===== src/sv/pee_pkg.sv =====
// ----------------------------------------------------------------------------
// pee_pkg
// shared types and codes for the prefix expression evaluator
// ----------------------------------------------------------------------------
package pee_pkg;

	localparam logic [7:0] CH_0     = 8'h30;
	localparam logic [7:0] CH_9     = 8'h39;
	localparam logic [7:0] CH_PLUS  = 8'h2b;
	localparam logic [7:0] CH_MINUS = 8'h2d;
	localparam logic [7:0] CH_MUL   = 8'h2a;
	localparam logic [7:0] CH_DIV   = 8'h2f;
	localparam logic [7:0] CH_POW   = 8'h5e;

	localparam logic [2:0] ERR_NONE    = 3'd0;
	localparam logic [2:0] ERR_UNDER   = 3'd1;
	localparam logic [2:0] ERR_DIVZERO = 3'd2;
	localparam logic [2:0] ERR_OVER    = 3'd3;
	localparam logic [2:0] ERR_EMPTY   = 3'd4;

	typedef enum logic [2:0] {
		OP_ADD,
		OP_SUB,
		OP_MUL,
		OP_DIV,
		OP_POW,
		OP_NOP
	} op_t;

	typedef enum logic [2:0] {
		ST_IDLE,
		ST_RD_A,
		ST_RD_B,
		ST_EXEC,
		ST_WAIT,
		ST_PUSH,
		ST_OUT
	} state_t;

	typedef struct packed {
		logic load_sym;
		logic rd_top;
		logic rd_next;
		logic cap_a;
		logic cap_b;
		logic start;
		logic push_digit;
		logic push_res;
		logic do_pop2;
		logic under;
		logic clear;
	} cmd_t;

	typedef struct packed {
		logic is_digit;
		logic is_final;
		logic lt2;
		logic busy;
		logic done;
		logic out_taken;
	} sts_t;

endpackage


===== src/sv/pee_ctrl.sv =====
// ----------------------------------------------------------------------------
// pee_ctrl
// sequencer for stack reads, arithmetic and result output
// ----------------------------------------------------------------------------
module pee_ctrl (
	input  logic           clk,
	input  logic           arst_n,
	input  logic           in_valid,
	output logic           in_ready,
	output logic           out_valid,
	input  pee_pkg::sts_t  sts,
	output pee_pkg::cmd_t  cmd
);

	pee_pkg::state_t state_q, state_d;

	always_ff @(posedge clk or negedge arst_n) begin
		if (!arst_n) state_q <= pee_pkg::ST_IDLE;
		else state_q <= state_d;
	end

	always_comb begin
		state_d = state_q;
		cmd = '0;
		in_ready = 1'b0;
		out_valid = 1'b0;
		unique case (state_q)
			pee_pkg::ST_IDLE: begin
				in_ready = 1'b1;
				if (in_valid) begin
					cmd.load_sym = 1'b1;
					state_d = pee_pkg::ST_RD_A;
				end
			end
			pee_pkg::ST_RD_A: begin
				if (sts.is_digit) begin
					cmd.push_digit = 1'b1;
					state_d = sts.is_final ? pee_pkg::ST_PUSH : pee_pkg::ST_IDLE;
				end else if (sts.lt2) begin
					cmd.under = 1'b1;
					state_d = sts.is_final ? pee_pkg::ST_PUSH : pee_pkg::ST_IDLE;
				end else begin
					cmd.rd_top = 1'b1;
					state_d = pee_pkg::ST_RD_B;
				end
			end
			pee_pkg::ST_RD_B: begin
				cmd.cap_a = 1'b1;
				cmd.rd_next = 1'b1;
				state_d = pee_pkg::ST_EXEC;
			end
			pee_pkg::ST_EXEC: begin
				cmd.cap_b = 1'b1;
				cmd.do_pop2 = 1'b1;
				state_d = pee_pkg::ST_WAIT;
			end
			pee_pkg::ST_WAIT: begin
				if (!sts.busy && !sts.done) cmd.start = 1'b1;
				if (sts.done) begin
					cmd.push_res = 1'b1;
					state_d = sts.is_final ? pee_pkg::ST_PUSH : pee_pkg::ST_IDLE;
				end
			end
			pee_pkg::ST_PUSH: begin
				cmd.rd_top = 1'b1;
				state_d = pee_pkg::ST_OUT;
			end
			pee_pkg::ST_OUT: begin
				out_valid = 1'b1;
				if (sts.out_taken) begin
					cmd.clear = 1'b1;
					state_d = pee_pkg::ST_IDLE;
				end
			end
			default: state_d = pee_pkg::ST_IDLE;
		endcase
	end

endmodule


===== config.mk =====
export PLATFORM = sky130hd
export DESIGN_NAME = pee_ctrl
export DESIGN_NICKNAME = d
export VERILOG_FILES = /design/src/sv/pee_pkg.sv /design/src/sv/pee_ctrl.sv
export SDC_FILE = /design/constraint.sdc
export NUM_CORES = 1
export LEC_CHECK = 0
export BUFFER_PORTS_ARGS = -buffer_cell sky130_fd_sc_hd__buf_2
export CORE_AREA = 2 2 39 41
export DETAILED_ROUTE_END_ITERATION = 6
export DIE_AREA = 0 0 41 43
export HOLD_SLACK_MARGIN = 0.08
export PLACE_DENSITY_LB_ADDON = 0.08
export SLEW_MARGIN = 0
export SYNTH_ARGS = -nofsm -noshare
export SYNTH_HDL_FRONTEND = slang
export SYNTH_SLANG_ARGS = --single-unit

===== constraint.sdc =====
create_clock -name clk -period 1.36 [get_ports clk]
set_input_delay 0.068 -clock clk [delete_from_list [all_inputs] [get_ports clk]]
set_output_delay 0.068 -clock clk [all_outputs]
set_load 0.01 [all_outputs]

==> results of run 1 <==
-- cell families after synthesis --
logic type      after synthesis  synth area share
flops                         3             0.243
compound gates                7             0.190
simple gates                 19             0.352
buf+inv                       8             0.182
mux                           1            0.0324
-- layout make-up --
type,instances,area share
multi-input cells,27,0.414
repair buffers,25,0.292
flip-flops and latches,3,0.170
clock buffers,4,0.0568
well taps,16,0.0432
inverters,3,0.0243
-- Yosys cell counts --
master,count
nor3_1,1
inv_1,2
inv_2,1
nand2_1,4
nand4_1,1
nor3_2,2
o21a_1,1
a21oi_2,1
o211a_1,1
nor3b_2,1
and3b_1,1
a31o_1,1
and2_1,2
o311ai_1,1
mux2i_1,1
o22ai_1,1
buf_6,2
dfrtp_1,3
and3_1,1
o32ai_1,1
buf_4,3
nor2_1,6
-- cell usage in the layout (no fill, tap or decap), types with 2 or more instances in the layout --
cell | netlist | final
buf_4 | 3 | 2
nand2_1 | 4 | 4
inv_1 | 2 | 2
clkbuf_4 | 0 | 3
nor3_2 | 2 | 3
and2_1 | 2 | 2
buf_2 | 0 | 21
nor2_1 | 6 | 5
dfrtp_2 | 0 | 3
-- critical path: stages (launching register included) --
cell and delay (ps):
dfrtp_2 460, nor3b_4 240, and3b_1 170, buf_2 120
-- final timing paths --
check	from	endpoint	slack, ps	cells past startpoint
setup / recovery	state_q[0]	cmd[1]	80	3
hold / removal	sts[4]	state_q[0]	150	3
setup reg to reg	state_q[2]	state_q[2]	290	4
hold reg to reg	state_q[0]	state_q[0]	630	1
max in group asynchronous	arst_n	state_q[1]	1080	2
min in group asynchronous	arst_n	state_q[0]	160	2
-- stage by stage --
stage | utilization | total power, uW
final | 0.335 | 905
after global routing | 0.335 | 981
after CTS | 0.309 | 828
after detailed placement | 0.281 | 653
after global placement | 0.281 | 663
after floorplan | - | 592
-- layer usage --
| layer | routed length (um) | share of wire | up-vias |
|---|---|---|---|
| li1 | - | - | 178 |
| met1 | 354 | 0.46 | 159 |
| met2 | 373 | 0.48 | 8 |
| met3 | 45 | 0.058 | 0 |
| met4 | 0 | 0 | 0 |
| met5 | 0 | 0 | - |
-- repair_timing --
item                                    4_1_cts  5_1_grt
endpoints found under the setup margin        3        6
pin swaps                                     0        1
hold buffers                                  1        0
gates resized for setup                       2        4
endpoints found under the hold margin         3        0
buffers inserted                              0        3
-- power by group --
group	leakage [uW]	switching (uW)	internal (uW)
clock	0.0000150	44.6	110
combinational	0.000206	249	253
sequential	0.0000342	111	137
total	0.000256	404	500
==> results.sh, run 1 <==
export IMPL_status="finished, final reports clean"
export IMPL_hold_ws_ps=151
export IMPL_htree_levels=1
export IMPL_clock_latency_ps=230
export IMPL_top_usage_layer="met2"
export IMPL_cts_tree="built"
export IMPL_place_ws_ps=227
export IMPL_reg_largest_list="state_q (3)"
export IMPL_groute_layer_met2_usage=0.125
export IMPL_setup_tns_ps=0
export IMPL_die_w_um=41
export IMPL_grtUsageMet1=0.116
export IMPL_worst_setup_path_end_kind="primary output"
export IMPL_vias=345
export IMPL_critPathKind="flip-flop to primary output"
export IMPL_relSlewSlack=0.804
export IMPL_numCtsBuffers=3
export IMPL_path_max_fanout=9
export IMPL_root_buffer="clkbuf_4"
export IMPL_p_leak_uw=0.000256
export IMPL_synth_top_cell_area_share=0.243
export IMPL_dp_cells=70
export IMPL_grt_overflow=0
export IMPL_worst_pin_slew_ps=293
export IMPL_fin_nets=72
export IMPL_wl_um=772
export IMPL_ys_types=22
export IMPL_grt_pass1_wl_um=1080
export IMPL_max_freq_ghz=0.781
export IMPL_core_area_um2=1380
export IMPL_finalClockSkew_ps=2.53
export IMPL_dp_hpwl_um=567
export IMPL_finalCriticalPeriod_ps=1280
export IMPL_cts_num_sinks=3
export IMPL_synth_area_leader_cell="dfrtp_1"
export IMPL_grt_start_max_net_pins=14
export IMPL_drt_iter0_drc=1
export IMPL_grt_antenna_before_repair=0
export IMPL_drt_wirelength_per_cell_um=9.90
export IMPL_n_antenna_cell=0
export IMPL_synth_area_per_cell_um2=8.13
export IMPL_fin_crit_sh=0.942
export IMPL_post_drt_via_cell_ratio=4.42
export IMPL_hp_class="input pin to flip-flop"
export IMPL_clkTransAtPathRegs_ps=40
export IMPL_placed_area_um2=389
export IMPL_synth_area_um2=309
export IMPL_finalMaxSlewViolations=0
export IMPL_fin_cells=78
export IMPL_ys_seq_elements=3
export IMPL_drv_cap=0
export IMPL_port_buffers=21
export IMPL_place_congestion=0.724
export IMPL_first_pass_iters=3
export IMPL_worst_ep_required_time_ps=1290
export IMPL_synth_nets=47
export IMPL_regMostFlops="state_q"
export IMPL_largest_reg_flops=3
export IMPL_synthTopCellsByArea="dfrtp_1 (24%), buf_4 (7.3%), buf_6 (7.3%)"
export IMPL_crit_arrival_ps=1210
export IMPL_ys_seq_area_frac=0.243
export IMPL_drtAntennaViolNets=0
export IMPL_rows=14
export IMPL_peakVddDrop_mv=0.480
export IMPL_num_fill_cells=141
export IMPL_multi_input_area_um2=191
export IMPL_syn_to_final_growth_pct=49.8
export IMPL_grt_pass1_vias=279
export IMPL_grt_util_met3=0.0157
export IMPL_drive_above_1_share=0.597
export IMPL_die_y_um=43
export IMPL_cts_buffer_depth=2
export IMPL_grt_usage=0.0914
export IMPL_netlist_instances=38
export IMPL_powerDensity_nw_per_um2=1950
export IMPL_drc=0
export IMPL_hold_viol=0
export IMPL_io_pin_count=22
export IMPL_setup_violations=0
export IMPL_final_area_um2=463
export IMPL_fp_dieArea_um2=1760
export IMPL_regArea_um2=78.8
export IMPL_setup_ws_ps=78.8
export IMPL_cp_start_kind="flip-flop"
export IMPL_initial_core_util=0.223
export IMPL_yosysWarningCount=0
No activity file was read; power rests on OpenSTA's default activity.
==> inputs of run 2 (changes only) <==
==> constraint.sdc (replaced) <==
create_clock -name clk -period 1.1 [get_ports clk]
set_input_delay 0.055 -clock clk [delete_from_list [all_inputs] [get_ports clk]]
set_output_delay 0.055 -clock clk [all_outputs]
set_load 0.01 [all_outputs]
==> run 2 against run 1 <==
Compared with the run above: the run now ends with negative setup slack left; setup slack worse by 260 ps; clock skew is 1.4 ps higher; sequential share of layout area is 2.0 points lower; register-to-register slack worse by 330 ps; critical path depth is 1 higher; flip-flop and latch count stayed put; final cell count is 3.8% higher; die area stayed put; combinational power is 68% higher; final area is 14% higher; critical path type unchanged.
==> results.sh, run 2 (synthesis gave the netlist of run 1 again) <==
export IMPL_initial_core_util=0.223
export IMPL_port_buffers=21
export IMPL_critPathKind="flip-flop to primary output"
export IMPL_place_congestion=0.686
export IMPL_fp_dieArea_um2=1760
export IMPL_clock_latency_ps=240
export IMPL_post_drt_via_cell_ratio=4.46
export IMPL_grt_start_max_net_pins=9
export IMPL_largest_reg_flops=3
export IMPL_worst_ep_required_time_ps=1040
export IMPL_drive_above_1_share=0.631
export IMPL_reg2regPathDepth=5
export IMPL_grt_overflow=0
export IMPL_grt_pass1_vias=354
export IMPL_setup_ws_ps=-177
export IMPL_drt_iter0_drc=0
export IMPL_clkTransAtPathRegs_ps=40
export IMPL_first_pass_iters=1
export IMPL_root_buffer="clkbuf_4"
export IMPL_grt_usage=0.131
export IMPL_hp_class="input pin to async pin"
export IMPL_cp_cell_sequence="buf_12 > buf_8 > nor3_4 > buf_2"
export IMPL_path_max_fanout=7
export IMPL_p_leak_uw=0.000282
export IMPL_relSlewSlack=0.799
export IMPL_dp_hpwl_um=584
export IMPL_htree_levels=1
export IMPL_cts_tree="built"
export IMPL_cts_buffer_depth=2
export IMPL_setup_violations=15
export IMPL_p_seq_frac=0.220
export IMPL_timing_rr_end="state_q[2]"
export IMPL_switchingPower_uw=574
export IMPL_p_int_uw=765
export IMPL_drt_wirelength_per_cell_um=10.6
export IMPL_status="finished with violations"
export IMPL_die_w_um=41
export IMPL_core_area_um2=1380
export IMPL_layout_commonest_cell="buf_2"
export IMPL_syn_to_final_growth_pct=70.0
export IMPL_cpPeakStageDelay_ps=450
export IMPL_worst_setup_path_end_kind="primary output"
export IMPL_finish_utilization=0.380
export IMPL_numCtsBuffers=3
export IMPL_drv_cap=0
export IMPL_r2r_slack_ps=-40
export IMPL_r2r_start="state_q[2]"
export IMPL_setup_tns_ps=-1850
export IMPL_wl_um=855
export IMPL_reg_largest_list="state_q (3)"
export IMPL_worst_path_buf_inv=3
export IMPL_rsz0062_at_grt="yes"
export IMPL_drtAntennaViolNets=0
export IMPL_powerDensity_nw_per_um2=2550
export IMPL_cp_slowest_cell="dfrtp_2"
export IMPL_mostFrequentLayoutCells="buf_2 (20), nor2_1 (5), nand2_1 (4), buf_4 (4)"
export IMPL_path_delay_family="flip-flops"
export IMPL_grt_antenna_before_repair=0
export IMPL_n_antenna_cell=0
export IMPL_finalCriticalPeriod_ps=1280
export IMPL_finalClockSkew_ps=3.91
export IMPL_cts_num_sinks=3
export IMPL_peakVddDrop_mv=0.980
export IMPL_pwr_share_clk=0.149
export IMPL_fin_crit_sh=1.16
export IMPL_place_ws_ps=-27.7
export IMPL_finalMaxSlewViolations=0
export IMPL_switching_share=0.428
export IMPL_regMostFlops="state_q"
export IMPL_crit_arrival_ps=1220
export IMPL_rows=14
export IMPL_hold_viol=0
export IMPL_cp_start_kind="flip-flop"
export IMPL_worst_pin_slew_ps=300
export IMPL_max_freq_ghz=0.783
export IMPL_io_pin_count=22
export IMPL_fin_nets=75
export IMPL_drc=0
export IMPL_vias=361
export IMPL_die_y_um=43
export IMPL_grt_pass1_wl_um=1480
export IMPL_failed_checks="negative setup slack"
export IMPL_power_frac_comb=0.631
## run 2: cell count changes in the layout (fill, tap and decap cells not counted)
cell      change
buf_12        +1
buf_2         -1
buf_4         +2
buf_6         +1
buf_8         +1
clkbuf_2      -1
inv_1         -1
inv_2         +1
nor2_2        -1
nor2_4        +1
nor3_2        -1
nor3_4        +1
## run 2: power groups by stage
stage	sequential [uW]	clock [uW]	combinational, uW
2_1_floorplan	191	0	551
3_3_place_gp	302	0	578
3_5_place_dp	300	0	571
4_1_cts	282	202	805
5_1_grt	308	222	925
6_report	295	199	845
## run 2: repair_timing
action                     4_1_cts  5_1_grt
hold buffers                     1        0
setup endpoints to repair       13       15
gates resized for setup          8        3
hold endpoints to repair         3        0
setup buffers                    4        0
pin swaps                        3        1
## run 2: final cells by class
class,instances,area [um^2]
repair buffers,28,186
flip-flops and latches,3,78.8
clock buffers,4,26.3
well taps,16,20.0
inverters,3,11.3
fillers,163,858
multi-input cells,27,203
## run 2: metal layers
metal	vias up	global-route usage	part of all wire
met1	162	0.145	0.42
met3	2	0.0681	0.057
met4	0	0.0800	0.016
met2	14	0.188	0.51
met5	-	0	0
li1	183	-	-
## run 2: worst max-delay path by stage
stage | cells after the start | to | slack [ps] | from
2_1_floorplan | 5 | cmd[8] | 30 | state_q[0]
3_3_place_gp | 3 | cmd[1] | -30 | state_q[0]
5_1_grt | 4 | cmd[2] | -260 | state_q[2]
6_report | 4 | cmd[2] | -180 | state_q[2]
4_1_cts | 3 | cmd[1] | -190 | state_q[1]
3_5_place_dp | 3 | cmd[1] | -30 | state_q[0]
## run 2: per-stage QoR
| stage | area (um^2) | hold slack [ps] | total power (uW) | cells |
|---|---|---|---|---|
| 3_5_place_dp | 409 | -149 | 870 | 72 |
| 2_1_floorplan | 314 | -241 | 742 | 38 |
| 6_report | 526 | 133 | 1340 | 81 |
| 4_1_cts | 509 | 135 | 1290 | 81 |
| 5_1_grt | 526 | 141 | 1450 | 81 |
| 3_3_place_gp | 409 | -148 | 880 | 72 |
## run 2: worst register-to-register path: cells and delay by family (launching register included)
| family | cells | cell delay (ps) |
|---|---|---|
| flip-flops | 1 | 450 |
| AO/OA/AOI/OAI | 2 | 220 |
| multiplexers | 1 | 120 |
| buffers and inverters | 2 | 280 |
==> inputs of run 3 (changes only) <==
--- a/config.mk
+++ b/config.mk
@@ -9,6 +9,7 @@
 export CORE_AREA = 2 2 39 41
 export DETAILED_ROUTE_END_ITERATION = 6
 export DIE_AREA = 0 0 41 43
+export GPL_TIMING_DRIVEN = 0
 export HOLD_SLACK_MARGIN = 0.08
 export PLACE_DENSITY_LB_ADDON = 0.08
 export SLEW_MARGIN = 0
==> run 3 against run 2 <==
Compared with the run above: the run still ends with negative setup slack left; core utilization up 1.9 points; final cell count rose by 3.7%; global-route usage down 0.67 points; flip-flop and latch count unchanged; via count shrank 1.9%; setup slack lost 4.4 ps; critical path depth is the same; sequential power is 31% lower; combinational power is 15% higher; sequential share of layout area shrank 1.2 points.
==> results.sh, run 3 (synthesis gave the netlist of run 1 again) <==
export IMPL_grt_pass1_vias=322
export IMPL_reg_largest_list="state_q (3)"
export IMPL_post_drt_via_cell_ratio=4.21
export IMPL_powerDensity_nw_per_um2=2490
export IMPL_mostFrequentLayoutCells="buf_2 (19), buf_6 (6), nor2_1 (5), buf_4 (5), nand2_1 (4)"
export IMPL_worst_pin_slew_ps=301
export IMPL_path_max_fanout=8
export IMPL_finalClockSkew_ps=0.0384
export IMPL_syn_to_final_growth_pct=78.5
export IMPL_regMostFlops="state_q"
export IMPL_failed_checks="negative setup slack"
export IMPL_placed_area_um2=439
export IMPL_worst_setup_path_end_kind="primary output"
export IMPL_layout_commonest_cell="buf_2"
export IMPL_root_buffer="clkbuf_4"
export IMPL_vias=354
export IMPL_numCtsBuffers=3
export IMPL_dp_cells=75
export IMPL_path_delay_family="flip-flops"
export IMPL_worst_path_buf_inv=2
export IMPL_grt_start_max_net_pins=9
export IMPL_finalMaxSlewViolations=0
export IMPL_fp_dieArea_um2=1760
export IMPL_cp_cell_sequence="buf_6 > nor3b_4 > and3b_1 > buf_2"
export IMPL_setup_ws_ps=-182
export IMPL_place_congestion=0.639
export IMPL_grt_antenna_before_repair=0
export IMPL_fin_crit_sh=1.17
export IMPL_grt_pass1_wl_um=1340
export IMPL_htree_levels=1
export IMPL_initial_core_util=0.223
export IMPL_status="finished with violations"
export IMPL_grt_overflow=0
export IMPL_drv_cap=0
export IMPL_die_w_um=41
export IMPL_cts_buffer_depth=2
export IMPL_fin_nets=78
export IMPL_crit_arrival_ps=1230
export IMPL_clkTransAtPathRegs_ps=40
export IMPL_cts_tree="built"
export IMPL_drtAntennaViolNets=0
export IMPL_cpPeakStageDelay_ps=360
export IMPL_core_area_um2=1380
export IMPL_n_antenna_cell=0
export IMPL_drive_above_1_share=0.632
export IMPL_peakVddDrop_mv=1.02
export IMPL_p_leak_uw=0.000296
export IMPL_final_area_um2=552
export IMPL_drt_wirelength_per_cell_um=9.94
export IMPL_cp_start_kind="flip-flop"
export IMPL_port_buffers=21
export IMPL_critPathKind="flip-flop to primary output"
export IMPL_fin_cells=84
export IMPL_die_y_um=43
export IMPL_first_pass_iters=3
export IMPL_cts_num_sinks=3
export IMPL_rows=14
export IMPL_dp_hpwl_um=607
export IMPL_hp_class="input pin to async pin"
export IMPL_finalCriticalPeriod_ps=1280
export IMPL_io_pin_count=22
export IMPL_cp_slowest_cell="dfrtp_1"
export IMPL_wl_um=835
export IMPL_relSlewSlack=0.799
export IMPL_drc=0
export IMPL_clock_latency_ps=240
export IMPL_rsz0062_at_grt="yes"
export IMPL_drt_iter0_drc=4
export IMPL_setup_violations=13
export IMPL_hold_viol=0
export IMPL_largest_reg_flops=3
export IMPL_grt_usage=0.124
export IMPL_worst_ep_required_time_ps=1040
export IMPL_max_freq_ghz=0.780
export IMPL_total_power_uw=1370
## run 3: cell types whose count changed in the layout (fill, tap and decap cells not counted), moves of 2 or more
cell	delta
buf_6	+5
dfrtp_1	+2
dfrtp_2	-2
inv_2	-2
inv_4	+2
## run 3: metal layers
layer | wire length (um) | GRT usage | vias to the layer above
li1 | - | - | 191
met1 | 381 | 0.153 | 148
met3 | 72 | 0.0942 | 0
met5 | 0 | 0 | -
met2 | 381 | 0.153 | 15
met4 | 0 | 0.0600 | 0
## run 3: per-stage QoR
| step | setup TNS (ps) | hold slack [ps] | utilization | setup slack (ps) |
|---|---|---|---|---|
| after CTS | -1740 | 131 | 0.389 | -205 |
| after global placement | 0 | -147 | 0.317 | 11.9 |
| after detailed placement | 0 | -147 | 0.317 | 7.76 |
| after global routing | -2550 | 137 | 0.399 | -269 |
| final | -1470 | 137 | 0.399 | -182 |
| after floorplan | 0 | -241 | - | 33.5 |
## run 3: area by class of cell
cell class	instances	area, um^2
buffer	5	48.8
tap	16	20.0
sequential	3	76.3
fill	161	832
clock buffer	4	26.3
multi-input combinational	27	203
timing repair buffer	26	161
inverter	3	16.3
## run 3: worst paths after layout
| kind | depth (start not counted) | to | slack, ps | startpoint |
|---|---|---|---|---|
| max | 4 | cmd[1] | -180 | state_q[1] |
| min | 2 | state_q[0] | 140 | arst_n |
| max reg2reg | 3 | state_q[0] | 10 | state_q[2] |
| min reg2reg | 2 | state_q[0] | 630 | state_q[0] |
| max in group asynchronous | 2 | state_q[2] | 850 | arst_n |
| min in group clk | 3 | state_q[0] | 140 | sts[4] |
## run 3: where the power goes
group | switching [uW] | total (uW) | internal, uW
clock network | 64.1 | 201 | 136
logic | 475 | 970 | 495
registers | 40.6 | 204 | 163
total | 580 | 1370 | 795
## run 3: what timing repair did
action,4_1_cts,5_1_grt
gates resized for setup,9,3
setup buffers,4,0
pin swaps,4,3
endpoints found under the hold margin,3,0
hold buffers,1,0
setup endpoints to repair,13,16
